### config.mk
export PLATFORM = sky130hd
export DESIGN_NAME = wav_pcm_base64_stream
export DESIGN_NICKNAME = d
export VERILOG_FILES = /design/src/rtl/wpb_pkg.sv /design/src/rtl/wpb_front.sv /design/src/rtl/wpb_cmd_fifo.sv /design/src/rtl/wpb_back.sv /design/src/rtl/wav_pcm_base64_stream.sv
export SDC_FILE = /design/constraint.sdc
export NUM_CORES = 1
export LEC_CHECK = 0
export BUFFER_PORTS_ARGS = -buffer_cell sky130_fd_sc_hd__clkbuf_2
export CORE_MARGIN = 5
export CORE_UTILIZATION = 36
export CTS_CLUSTER_SIZE = 30
export DETAILED_ROUTE_END_ITERATION = 7
export GPL_ROUTABILITY_DRIVEN = 0
export GPL_TIMING_DRIVEN = 0
export SLEW_MARGIN = 20
export SYNTH_ARGS = -nofsm -noshare
export SYNTH_HDL_FRONTEND = slang
export SYNTH_SLANG_ARGS = --single-unit
### constraint.sdc
create_clock -name i_clk -period 7.9 [get_ports i_clk]
set_clock_uncertainty 0.05 [all_clocks]
set_input_delay 0.79 -clock i_clk [delete_from_list [all_inputs] [get_ports i_clk]]
set_output_delay 0.79 -clock i_clk [all_outputs]
set_load 0.05 [all_outputs]
### src/rtl/wpb_pkg.sv
// Shared types, constants and helper functions for the WAV/PCM base64 stream encoder.
// Used by every module of the block; depends on nothing else.
`timescale 1ns / 1ps

package wpb_pkg;

    // Field widths fixed by the interface.
    localparam int PCM_SIZE_W = 21;
    localparam int BYTE_W     = 8;

    // Largest clip size that is accepted.
    localparam logic [PCM_SIZE_W-1:0] PCM_MAX_BYTES = 21'd1048576;

    // Default depth of the queue between front and back.
    localparam int CMD_DEPTH_DEF = 4;

    // WAV header constants.
    localparam logic [5:0]  HDR_LEN         = 6'd44;
    localparam logic [31:0] RIFF_EXTRA      = 32'd36;
    localparam logic [31:0] FMT_CHUNK_LEN   = 32'd16;
    localparam logic [31:0] SAMPLE_RATE     = 32'd16000;
    localparam logic [31:0] BYTE_RATE       = 32'd32000;
    localparam logic [7:0]  BITS_PER_SAMPLE = 8'd16;
    localparam logic [7:0]  BLOCK_ALIGN     = 8'd2;
    localparam logic [7:0]  PCM_FORMAT      = 8'd1;
    localparam logic [7:0]  NUM_CHANNELS    = 8'd1;

    // Padding character.
    localparam logic [7:0] CH_PAD = 8'h3D;

    // What the front has decided about one accepted byte.
    typedef enum logic [1:0] {
        K_ERR,
        K_HDR,
        K_DATA,
        K_LAST
    } t_kind;

    typedef struct packed {
        t_kind             kind;
        logic [BYTE_W-1:0] data;
    } t_cmd;

    // Base64 alphabet lookup for one sextet.
    function automatic logic [7:0] b64_char(input logic [5:0] v);
        logic [7:0] c;
        priority if (v < 6'd26) begin
            c = 8'h41 + {2'b00, v};
        end else if (v < 6'd52) begin
            c = 8'h61 + {2'b00, v} - 8'd26;
        end else if (v < 6'd62) begin
            c = 8'h30 + {2'b00, v} - 8'd52;
        end else if (v == 6'd62) begin
            c = 8'h2B;
        end else begin
            c = 8'h2F;
        end
        return c;
    endfunction

    // One byte of the 44-byte little-endian WAV header.
    function automatic logic [7:0] hdr_byte(input logic [5:0] idx,
                                            input logic [PCM_SIZE_W-1:0] pcm);
        logic [31:0] riff;
        logic [31:0] dsz;
        logic [7:0]  b;
        riff = {{(32-PCM_SIZE_W){1'b0}}, pcm} + RIFF_EXTRA;
        dsz  = {{(32-PCM_SIZE_W){1'b0}}, pcm};
        unique case (idx)
            6'd0:    b = 8'h52;   // "RIFF"
            6'd1:    b = 8'h49;
            6'd2:    b = 8'h46;
            6'd3:    b = 8'h46;
            6'd4:    b = riff[7:0];
            6'd5:    b = riff[15:8];
            6'd6:    b = riff[23:16];
            6'd7:    b = riff[31:24];
            6'd8:    b = 8'h57;   // "WAVEfmt "
            6'd9:    b = 8'h41;
            6'd10:   b = 8'h56;
            6'd11:   b = 8'h45;
            6'd12:   b = 8'h66;
            6'd13:   b = 8'h6D;
            6'd14:   b = 8'h74;
            6'd15:   b = 8'h20;
            6'd16:   b = FMT_CHUNK_LEN[7:0];
            6'd20:   b = PCM_FORMAT;
            6'd22:   b = NUM_CHANNELS;
            6'd24:   b = SAMPLE_RATE[7:0];
            6'd25:   b = SAMPLE_RATE[15:8];
            6'd28:   b = BYTE_RATE[7:0];
            6'd29:   b = BYTE_RATE[15:8];
            6'd32:   b = BLOCK_ALIGN;
            6'd34:   b = BITS_PER_SAMPLE;
            6'd36:   b = 8'h64;   // "data"
            6'd37:   b = 8'h61;
            6'd38:   b = 8'h74;
            6'd39:   b = 8'h61;
            6'd40:   b = dsz[7:0];
            6'd41:   b = dsz[15:8];
            6'd42:   b = dsz[23:16];
            6'd43:   b = dsz[31:24];
            default: b = 8'h00;
        endcase
        return b;
    endfunction

endpackage

### src/rtl/wpb_front.sv
// Front end of the encoder: holds the clip size and the byte count, classifies each beat.
// Depends on wpb_pkg.
`timescale 1ns / 1ps

module wpb_front import wpb_pkg::*; (
    input  logic                  i_clk,
    input  logic                  i_rst_n,
    input  logic                  i_cfg_we,
    input  logic [PCM_SIZE_W-1:0] i_cfg_wdata,
    input  logic                  i_push,
    input  logic [BYTE_W-1:0]     i_pcm_byte,
    input  logic                  i_full,
    output logic                  o_wr,
    output t_cmd                  o_cmd,
    output logic [PCM_SIZE_W-1:0] o_clip_len,
    output logic                  o_clear
);

    logic [PCM_SIZE_W-1:0] r_clip_len;
    logic [PCM_SIZE_W-1:0] r_bytes_seen;
    logic [PCM_SIZE_W-1:0] n_bytes_seen;
    logic                  size_ok;
    logic                  is_err;
    logic                  accept;

    // Classify the incoming beat against the configured clip size.
    always_comb begin
        size_ok = (r_clip_len != '0) && !r_clip_len[0] && (r_clip_len <= PCM_MAX_BYTES);
        is_err  = !size_ok || (r_bytes_seen >= r_clip_len);
        n_bytes_seen = r_bytes_seen + PCM_SIZE_W'(1);
        accept  = i_push && !i_full;
        o_cmd.data = i_pcm_byte;
        priority if (is_err) begin
            o_cmd.kind = K_ERR;
        end else if (r_bytes_seen == '0) begin
            o_cmd.kind = K_HDR;
        end else if (n_bytes_seen == r_clip_len) begin
            o_cmd.kind = K_LAST;
        end else begin
            o_cmd.kind = K_DATA;
        end
    end

    assign o_wr       = accept;
    assign o_clip_len = r_clip_len;
    assign o_clear    = i_cfg_we;

    // Size register and byte count; a size write restarts the stream.
    always_ff @(posedge i_clk) begin
        if (!i_rst_n) begin
            r_clip_len   <= '0;
            r_bytes_seen <= '0;
        end else if (i_cfg_we) begin
            r_clip_len   <= i_cfg_wdata;
            r_bytes_seen <= '0;
        end else if (accept && !is_err) begin
            r_bytes_seen <= n_bytes_seen;
        end
    end

endmodule

### src/rtl/wpb_cmd_fifo.sv
// Short command queue that decouples the front end from the encoding back end.
// Depends on wpb_pkg.
`timescale 1ns / 1ps

module wpb_cmd_fifo import wpb_pkg::*; #(
    parameter int DEPTH = CMD_DEPTH_DEF
) (
    input  logic i_clk,
    input  logic i_rst_n,
    input  logic i_wr,
    input  t_cmd i_cmd,
    output logic o_full,
    input  logic i_rd,
    output logic o_valid,
    output t_cmd o_cmd
);

    localparam int PTR_W = (DEPTH > 1) ? $clog2(DEPTH) : 1;
    localparam int CNT_W = $clog2(DEPTH + 1);
    localparam logic [PTR_W-1:0] PTR_LAST = PTR_W'(DEPTH - 1);
    localparam logic [CNT_W-1:0] CNT_FULL = CNT_W'(DEPTH);

    t_cmd             r_mem [DEPTH];
    logic [PTR_W-1:0] r_wptr;
    logic [PTR_W-1:0] r_rptr;
    logic [CNT_W-1:0] r_count;
    logic             do_wr;
    logic             do_rd;

    assign o_full  = (r_count == CNT_FULL);
    assign o_valid = (r_count != '0);
    assign o_cmd   = r_mem[r_rptr];
    assign do_wr   = i_wr && !o_full;
    assign do_rd   = i_rd && o_valid;

    // Storage needs no reset.
    always_ff @(posedge i_clk) begin
        if (do_wr) begin
            r_mem[r_wptr] <= i_cmd;
        end
    end

    // Pointers and fill count.
    always_ff @(posedge i_clk) begin
        if (!i_rst_n) begin
            r_wptr  <= '0;
            r_rptr  <= '0;
            r_count <= '0;
        end else begin
            if (do_wr) begin
                r_wptr <= (r_wptr == PTR_LAST) ? '0 : r_wptr + PTR_W'(1);
            end
            if (do_rd) begin
                r_rptr <= (r_rptr == PTR_LAST) ? '0 : r_rptr + PTR_W'(1);
            end
            if (do_wr && !do_rd) begin
                r_count <= r_count + CNT_W'(1);
            end else if (do_rd && !do_wr) begin
                r_count <= r_count - CNT_W'(1);
            end
        end
    end

    // The count never runs past the depth.
    a_count_bound: assert property (@(posedge i_clk) disable iff (!i_rst_n)
        r_count <= CNT_FULL)
        else $error("command queue count exceeds depth");

    // An empty queue has both pointers together.
    a_empty_ptrs: assert property (@(posedge i_clk) disable iff (!i_rst_n)
        (r_count == '0) |-> (r_wptr == r_rptr))
        else $error("command queue pointers disagree with count");

    // The back end only takes a command that is there.
    a_no_underflow: assert property (@(posedge i_clk) disable iff (!i_rst_n)
        i_rd |-> o_valid)
        else $error("command queue read while empty");

endmodule

### src/rtl/wpb_back.sv
// Back end of the encoder: expands commands into header and PCM bytes and emits base64 text.
// Depends on wpb_pkg.
`timescale 1ns / 1ps

module wpb_back import wpb_pkg::*; (
    input  logic                  i_clk,
    input  logic                  i_rst_n,
    input  logic                  i_clear,
    input  logic [PCM_SIZE_W-1:0] i_clip_len,
    input  logic                  i_cmd_valid,
    input  t_cmd                  i_cmd,
    output logic                  o_cmd_pop,
    input  logic                  i_pop,
    output logic                  o_empty,
    output logic [7:0]            o_text_char,
    output logic                  o_last_char,
    output logic                  o_size_error
);

    typedef enum logic [1:0] {
        S_TAKE,
        S_HDR,
        S_EMIT
    } t_state;

    t_state      r_state;
    logic [15:0] r_group;
    logic [1:0]  r_fill;
    logic [5:0]  r_hidx;
    logic [7:0]  r_hold;
    logic [23:0] r_triple;
    logic [1:0]  r_pad;
    logic        r_last;
    logic [1:0]  r_k;
    logic        r_ret_hdr;
    logic        r_out_valid;
    logic [7:0]  r_out_char;
    logic        r_out_last;
    logic        r_out_err;

    logic        out_free;
    logic        out_load;
    logic [7:0]  fd_byte;
    logic        fd_last_in;
    logic        fd_emit;
    logic [23:0] fd_triple;
    logic [1:0]  fd_pad;
    logic [15:0] fd_group;
    logic [1:0]  fd_fill;
    logic [5:0]  sextet;
    logic [7:0]  emit_char;

    assign out_free     = !r_out_valid || i_pop;
    assign o_empty      = !r_out_valid;
    assign o_text_char  = r_out_char;
    assign o_last_char  = r_out_last;
    assign o_size_error = r_out_err;

    // A command is taken whenever the sequencer waits for one; an error beat also needs the output slot.
    assign o_cmd_pop = (r_state == S_TAKE) && i_cmd_valid
                       && ((i_cmd.kind != K_ERR) || out_free);

    // The output register loads on an error beat or on each character of a run.
    assign out_load = !i_clear
                      && ((o_cmd_pop && (i_cmd.kind == K_ERR))
                          || ((r_state == S_EMIT) && out_free));

    // Byte source: header bytes and the held PCM byte, or the command byte.
    always_comb begin
        if (r_state == S_HDR) begin
            fd_byte = (r_hidx == HDR_LEN) ? r_hold : hdr_byte(r_hidx, i_clip_len);
        end else begin
            fd_byte = i_cmd.data;
        end
        fd_last_in = (r_state == S_TAKE) && (i_cmd.kind == K_LAST);
    end

    // Group assembly: a full group, or the last byte, starts a four-character run.
    always_comb begin
        fd_emit   = 1'b0;
        fd_triple = {r_group, fd_byte};
        fd_pad    = 2'd0;
        fd_group  = '0;
        fd_fill   = 2'd0;
        priority if (r_fill == 2'd2) begin
            fd_emit = 1'b1;
        end else if (fd_last_in) begin
            fd_emit = 1'b1;
            if (r_fill == 2'd1) begin
                fd_triple = {r_group[7:0], fd_byte, 8'h00};
                fd_pad    = 2'd1;
            end else begin
                fd_triple = {fd_byte, 16'h0000};
                fd_pad    = 2'd2;
            end
        end else begin
            fd_group = {r_group[7:0], fd_byte};
            fd_fill  = r_fill + 2'd1;
        end
    end

    // Character of the current position in the run.
    always_comb begin
        unique case (r_k)
            2'd0: sextet = r_triple[23:18];
            2'd1: sextet = r_triple[17:12];
            2'd2: sextet = r_triple[11:6];
            2'd3: sextet = r_triple[5:0];
        endcase
        if (({1'b0, r_k} + {1'b0, r_pad}) > 3'd3) begin
            emit_char = CH_PAD;
        end else begin
            emit_char = b64_char(sextet);
        end
    end

    // Sequencer with the output register.
    always_ff @(posedge i_clk) begin
        if (!i_rst_n) begin
            r_state     <= S_TAKE;
            r_group     <= '0;
            r_fill      <= '0;
            r_hidx      <= '0;
            r_k         <= '0;
            r_ret_hdr   <= 1'b0;
            r_out_valid <= 1'b0;
        end else begin
            if (out_load) begin
                r_out_valid <= 1'b1;
            end else if (r_out_valid && i_pop) begin
                r_out_valid <= 1'b0;
            end
            if (i_clear) begin
                r_state <= S_TAKE;
                r_group <= '0;
                r_fill  <= '0;
                r_k     <= '0;
            end else begin
                unique case (r_state)
                    S_TAKE: begin
                        if (o_cmd_pop) begin
                            unique case (i_cmd.kind)
                                K_ERR: begin
                                    r_out_char  <= 8'h00;
                                    r_out_last  <= 1'b0;
                                    r_out_err   <= 1'b1;
                                end
                                K_HDR: begin
                                    r_hold  <= i_cmd.data;
                                    r_hidx  <= '0;
                                    r_group <= '0;
                                    r_fill  <= '0;
                                    r_state <= S_HDR;
                                end
                                K_DATA, K_LAST: begin
                                    r_group  <= fd_group;
                                    r_fill   <= fd_fill;
                                    r_triple <= fd_triple;
                                    r_pad    <= fd_pad;
                                    r_last   <= fd_last_in;
                                    if (fd_emit) begin
                                        r_ret_hdr <= 1'b0;
                                        r_state   <= S_EMIT;
                                    end
                                end
                            endcase
                        end
                    end
                    S_HDR: begin
                        r_group  <= fd_group;
                        r_fill   <= fd_fill;
                        r_triple <= fd_triple;
                        r_pad    <= fd_pad;
                        r_last   <= 1'b0;
                        r_hidx   <= r_hidx + 6'd1;
                        if (fd_emit) begin
                            r_ret_hdr <= (r_hidx != HDR_LEN);
                            r_state   <= S_EMIT;
                        end else if (r_hidx == HDR_LEN) begin
                            r_state <= S_TAKE;
                        end
                    end
                    S_EMIT: begin
                        if (out_free) begin
                            r_out_char  <= emit_char;
                            r_out_last  <= r_last && (r_k == 2'd3);
                            r_out_err   <= 1'b0;
                            r_k         <= r_k + 2'd1;
                            if (r_k == 2'd3) begin
                                r_state <= r_ret_hdr ? S_HDR : S_TAKE;
                            end
                        end
                    end
                    default: r_state <= S_TAKE;
                endcase
            end
        end
    end

    // At most two bytes ever wait in the open group.
    a_fill_range: assert property (@(posedge i_clk) disable iff (!i_rst_n)
        r_fill != 2'd3)
        else $error("open group holds three bytes");

    // An error beat carries no character and no end mark.
    a_err_clean: assert property (@(posedge i_clk) disable iff (!i_rst_n)
        (r_out_valid && r_out_err) |-> ((r_out_char == 8'h00) && !r_out_last))
        else $error("error beat carries character data");

    // The character index only moves inside a run.
    a_k_idle: assert property (@(posedge i_clk) disable iff (!i_rst_n)
        (r_state != S_EMIT) |-> (r_k == 2'd0))
        else $error("character index left mid-run");

    // The header walk never passes the held PCM byte.
    a_hidx_bound: assert property (@(posedge i_clk) disable iff (!i_rst_n)
        (r_state == S_HDR) |-> (r_hidx <= HDR_LEN))
        else $error("header index out of range");

endmodule

### src/rtl/wav_pcm_base64_stream.sv
// Top level of the WAV/PCM base64 stream encoder: front end, command queue and back end.
// Depends on wpb_pkg, wpb_front, wpb_cmd_fifo and wpb_back.
//
//   channel   | ports                                        | handshake
//   ----------+----------------------------------------------+-------------------------
//   pcm in    | i_pcm_byte                                   | push / full
//   text out  | o_text_char, o_last_char, o_size_error       | empty / pop
//   config    | i_cfg_wdata (clip size)                      | i_cfg_we, no wait
//
// In steady state each three-byte group is taken from the queue one byte at a time, and
// then its four characters are sent through the single output register; no byte is
// taken while a run is being sent. The first byte of a clip walks the 44 header bytes
// as well. Reset is synchronous and active low and clears the size to zero; a size write
// restarts the stream. The command queue lets input keep arriving while pop stalls.
`timescale 1ns / 1ps

module wav_pcm_base64_stream import wpb_pkg::*; #(
    parameter int CMD_DEPTH = CMD_DEPTH_DEF
) (
    input  logic                  i_clk,
    input  logic                  i_rst_n,
    input  logic                  i_cfg_we,
    input  logic [PCM_SIZE_W-1:0] i_cfg_wdata,
    input  logic                  push,
    output logic                  full,
    input  logic [BYTE_W-1:0]     i_pcm_byte,
    output logic                  empty,
    input  logic                  pop,
    output logic [7:0]            o_text_char,
    output logic                  o_last_char,
    output logic                  o_size_error
);

    logic                  wr;
    t_cmd                  wr_cmd;
    logic [PCM_SIZE_W-1:0] clip_len;
    logic                  clear;
    logic                  cmd_valid;
    t_cmd                  rd_cmd;
    logic                  cmd_pop;

    // Classification of incoming beats.
    wpb_front u_front (
        .i_clk       (i_clk),
        .i_rst_n     (i_rst_n),
        .i_cfg_we    (i_cfg_we),
        .i_cfg_wdata (i_cfg_wdata),
        .i_push      (push),
        .i_pcm_byte  (i_pcm_byte),
        .i_full      (full),
        .o_wr        (wr),
        .o_cmd       (wr_cmd),
        .o_clip_len  (clip_len),
        .o_clear     (clear)
    );

    // Queue between the two halves.
    wpb_cmd_fifo #(
        .DEPTH (CMD_DEPTH)
    ) u_fifo (
        .i_clk   (i_clk),
        .i_rst_n (i_rst_n),
        .i_wr    (wr),
        .i_cmd   (wr_cmd),
        .o_full  (full),
        .i_rd    (cmd_pop),
        .o_valid (cmd_valid),
        .o_cmd   (rd_cmd)
    );

    // Encoding and character output.
    wpb_back u_back (
        .i_clk        (i_clk),
        .i_rst_n      (i_rst_n),
        .i_clear      (clear),
        .i_clip_len   (clip_len),
        .i_cmd_valid  (cmd_valid),
        .i_cmd        (rd_cmd),
        .o_cmd_pop    (cmd_pop),
        .i_pop        (pop),
        .o_empty      (empty),
        .o_text_char  (o_text_char),
        .o_last_char  (o_last_char),
        .o_size_error (o_size_error)
    );

endmodule
==> reports/qor.yml <==
min_path:
  hold_class: "reg2reg"
synthesis:
  synth_edf_count: 85
  synth_nets: 1141
  synth.avg_cell_area_um2: 9.657
  synthArstFlopShare: 0
  synthFlopType: "edfxtp_1"
  synth.distinct_cells: 86
  ys_ff_latch: 166
  netlist_area_um2: 10190
  yosysSeqAreaShare: 0.4097
  synthCells: 1055
  yosysWarnings: 0
sta:
  max_slew_margin: 0.4660
  rsz0062_at_grt: "no"
  maxSlewViolCount: 0
  tns_ns: 0
  max_freq_mhz: 279.6
  worst_slack_ns: 4.324
  hold_viol: 0
  holdWs_ns: 0.4600
  min_period_over_period: 0.4527
  setup_viol: 0
  worstMarginPinSlew_ns: 0.8010
  layout_min_cycle_time_ns: 3.576
setup_path:
  cp_max_fo: 8
  cp_slowest_cell: "mux2i_1"
  startpoint_type: "flip-flop"
  critPathTopFamily: "compound AO/OA/AOI/OAI gates"
  cp-end-kind: "flip-flop"
  cp.buffers_inverters: 4
  worstPathArrival_ns: 3.71
  critical_path_class: "reg2reg"
  crit_required_ns: 8.03
  cp_cell_sequence: "inv_1, ha_1, clkbuf_1, mux2i_1, inv_1, ha_1, nand2b_1, clkbuf_1, a31oi_1, a22oi_1, o21ai_0, a21oi_1"
  slowest_delay_ns: 0.58
route:
  drt-vias-per-instance: 5.660
  vias: 8546
  drt_iter0_markers: 895
  postRouteAntennaNets: 0
  drc_errors: 0
  wl_per_cell_um: 19.13
  firstDrtPassIters: 6
  wl_mm: 28.88
global_route:
  grt_max_degree: 28
  grt_antenna_before_repair: 0
  overflow: 0
  grt_pass1_wl_mm: 45.48
  grtUsageTotal: 0.1835
  grt_pass1_vias: 8011
pwr:
  power_density_nw_per_um2: 236.6
  switchingPower_mw: 0.9893
  power.share.clock: 0.309
  p_total_mw: 2.718
  ir_drop_mv: 0.1159
  p_comb_frac: 0.300
  leakage_nw: 4.308
  sw_frac_of_total: 0.3640
  internal-power_mw: 1.728
  p_seq_frac: 0.391
die:
  die_h_um: 178.2
  die_w_um: 178.2
  pin_count: 46
  die-area_um2: 31770
  placementRows: 61
  core_area_um2: 27860
  start_util: 0.3657
cts:
  post_cts_buffers: 0
  cts.reportedPaths.clkPinSlew_ns: 0.08
  h-tree-depth: 4
  cts_tree: "yes"
  cts_buffer_depth: 2
  insertion_delay_ns: 0.44
  hold_buffers: 0
  cts_buffers: 17
  clkSinkCount: 166
  clock-root-buffer: "clkbuf_16"
  ctsResizeCount: 0
placed_design:
  hpwlAfterDp_mm: 21.27
  post-place-ws_ns: 4.347
  io_buffers: 44
  dpl.cell_count: 1478
  placed_cell_area_um2: 10900
final_layout:
  stdcell_area_um2: 11490
  fill_cells: 2751
  n_antenna_cell: 0
  register_area_um2: 4174
  layout.nets: 1205
  fin_cells: 1510
  drive_gt1_frac: 0.1325
  fin_util: 0.4123
  multiInputGateArea_um2: 5455
  syn2layout_area_growth_pct: 12.73
run_status:
  status: "complete, no violations"
flow_run:
  cap_viol_max_count: 0
## Yosys cell counts, drive strengths merged (6+ instances only)
cell	count	area, µm²
a211oi	8	60.06
nor2	70	270.3
xnor2	31	271.5
a221o	7	70.07
inv	54	202.7
nor4	23	177.7
nor3	24	141.4
o211ai	6	50.05
nor2b	43	269.0
mux2i	32	324.1
nand3	40	200.2
buf	33	192.7
ha	51	638.1
edfxtp	85	2552
and2	18	112.6
clkbuf	47	177.7
or3	6	42.54
a21oi	55	282.8
mux4	10	225.2
or4	15	116.4
o21ai	33	165.2
xor2	14	122.6
and3	21	131.4
a21o	13	97.59
nand2	58	217.7
o31ai	17	127.6
a22o	14	122.6
nand2b	13	81.33
a31oi	10	62.56
a22oi	14	105.1
dfxtp	81	1622
nand4	21	146.4
## layer usage
metal  track usage  part of all wire  vias up
li1              -                 -     4070
met1        0.2615              0.47     4082
met2        0.2771              0.44      337
met3       0.03243             0.065       57
met4       0.07195             0.034        0
met5             0                 0        -
## worst min-delay path, delay by kind of cell, from the launching register on
family           cells  cell delay (ns)
AO/OA/AOI/OAI        1             0.07
flip-flops           1             0.34
AND/OR/NAND/NOR      1             0.06
## power by group through the flow
stage          registers (mW)  logic (mW)  clock network, mW
2_1_floorplan            1.08       0.562                  0
3_3_place_gp             1.08       0.793                  0
3_5_place_dp             1.08       0.805                  0
4_1_cts                  1.06       0.811              0.855
5_1_grt                  1.07       0.889              0.888
6_report                 1.06       0.815              0.841
## cells in the final DEF (no fill, tap or decap), drive strengths merged, types with 34 or more instances in the layout
cell    synthesis  final
a21oi          55     55
buf            33     34
clkbuf         47    108
dfxtp          81     81
edfxtp         85     85
ha             51     51
inv            54     62
nand2          58     58
nand3          40     40
nor2           70     70
nor2b          43     43
## final timing paths
path | startpoint | to | slack (ns) | cells past startpoint
worst max-delay path | u_back.r_k[0] | u_back.o_text_char[3] | 4.32 | 12
worst min-delay path | u_fifo.r_wptr[1] | u_fifo.r_wptr[1] | 0.46 | 2
worst max register to register | u_back.r_k[0] | u_back.o_text_char[3] | 4.32 | 12
worst min register to register | u_fifo.r_wptr[1] | u_fifo.r_wptr[1] | 0.46 | 2
## flip-flops by register name (all words and copies together) (netlist names), 3 cells and up, named ones only
register,count
u_back.r_group,16
u_fifo.r_count,3
u_back.o_text_char,8
u_back.r_hidx,6
u_fifo.r_mem,40
u_front.r_bytes_seen,21
u_back.r_hold,8
u_back.r_triple,24
u_front.o_clip_len,21
## cells by family after synthesis
logic type               Yosys count  synth area share
XOR/XNOR                          45           0.03868
adder cells (fa/ha/maj)           52           0.06460
multiplexers                      45           0.05723
flip-flops                       166            0.4097
buffers and inverters            134           0.05624
AND/OR/NAND/NOR                  373            0.2062
AO/OA/AOI/OAI                    240            0.1674
## area by class of cell
type                            instances  area share
Clock inverter                         15     0.01394
Tap cell                              378     0.04118
Multi-Input combinational cell        755      0.4749
Buffer                                 80     0.03224
Inverter                               54     0.01765
Clock buffer                           17     0.03704
Sequential cell                       166      0.3634
Timing Repair Buffer                   45     0.01961
Note: power is estimated with default switching activity, not from simulation.
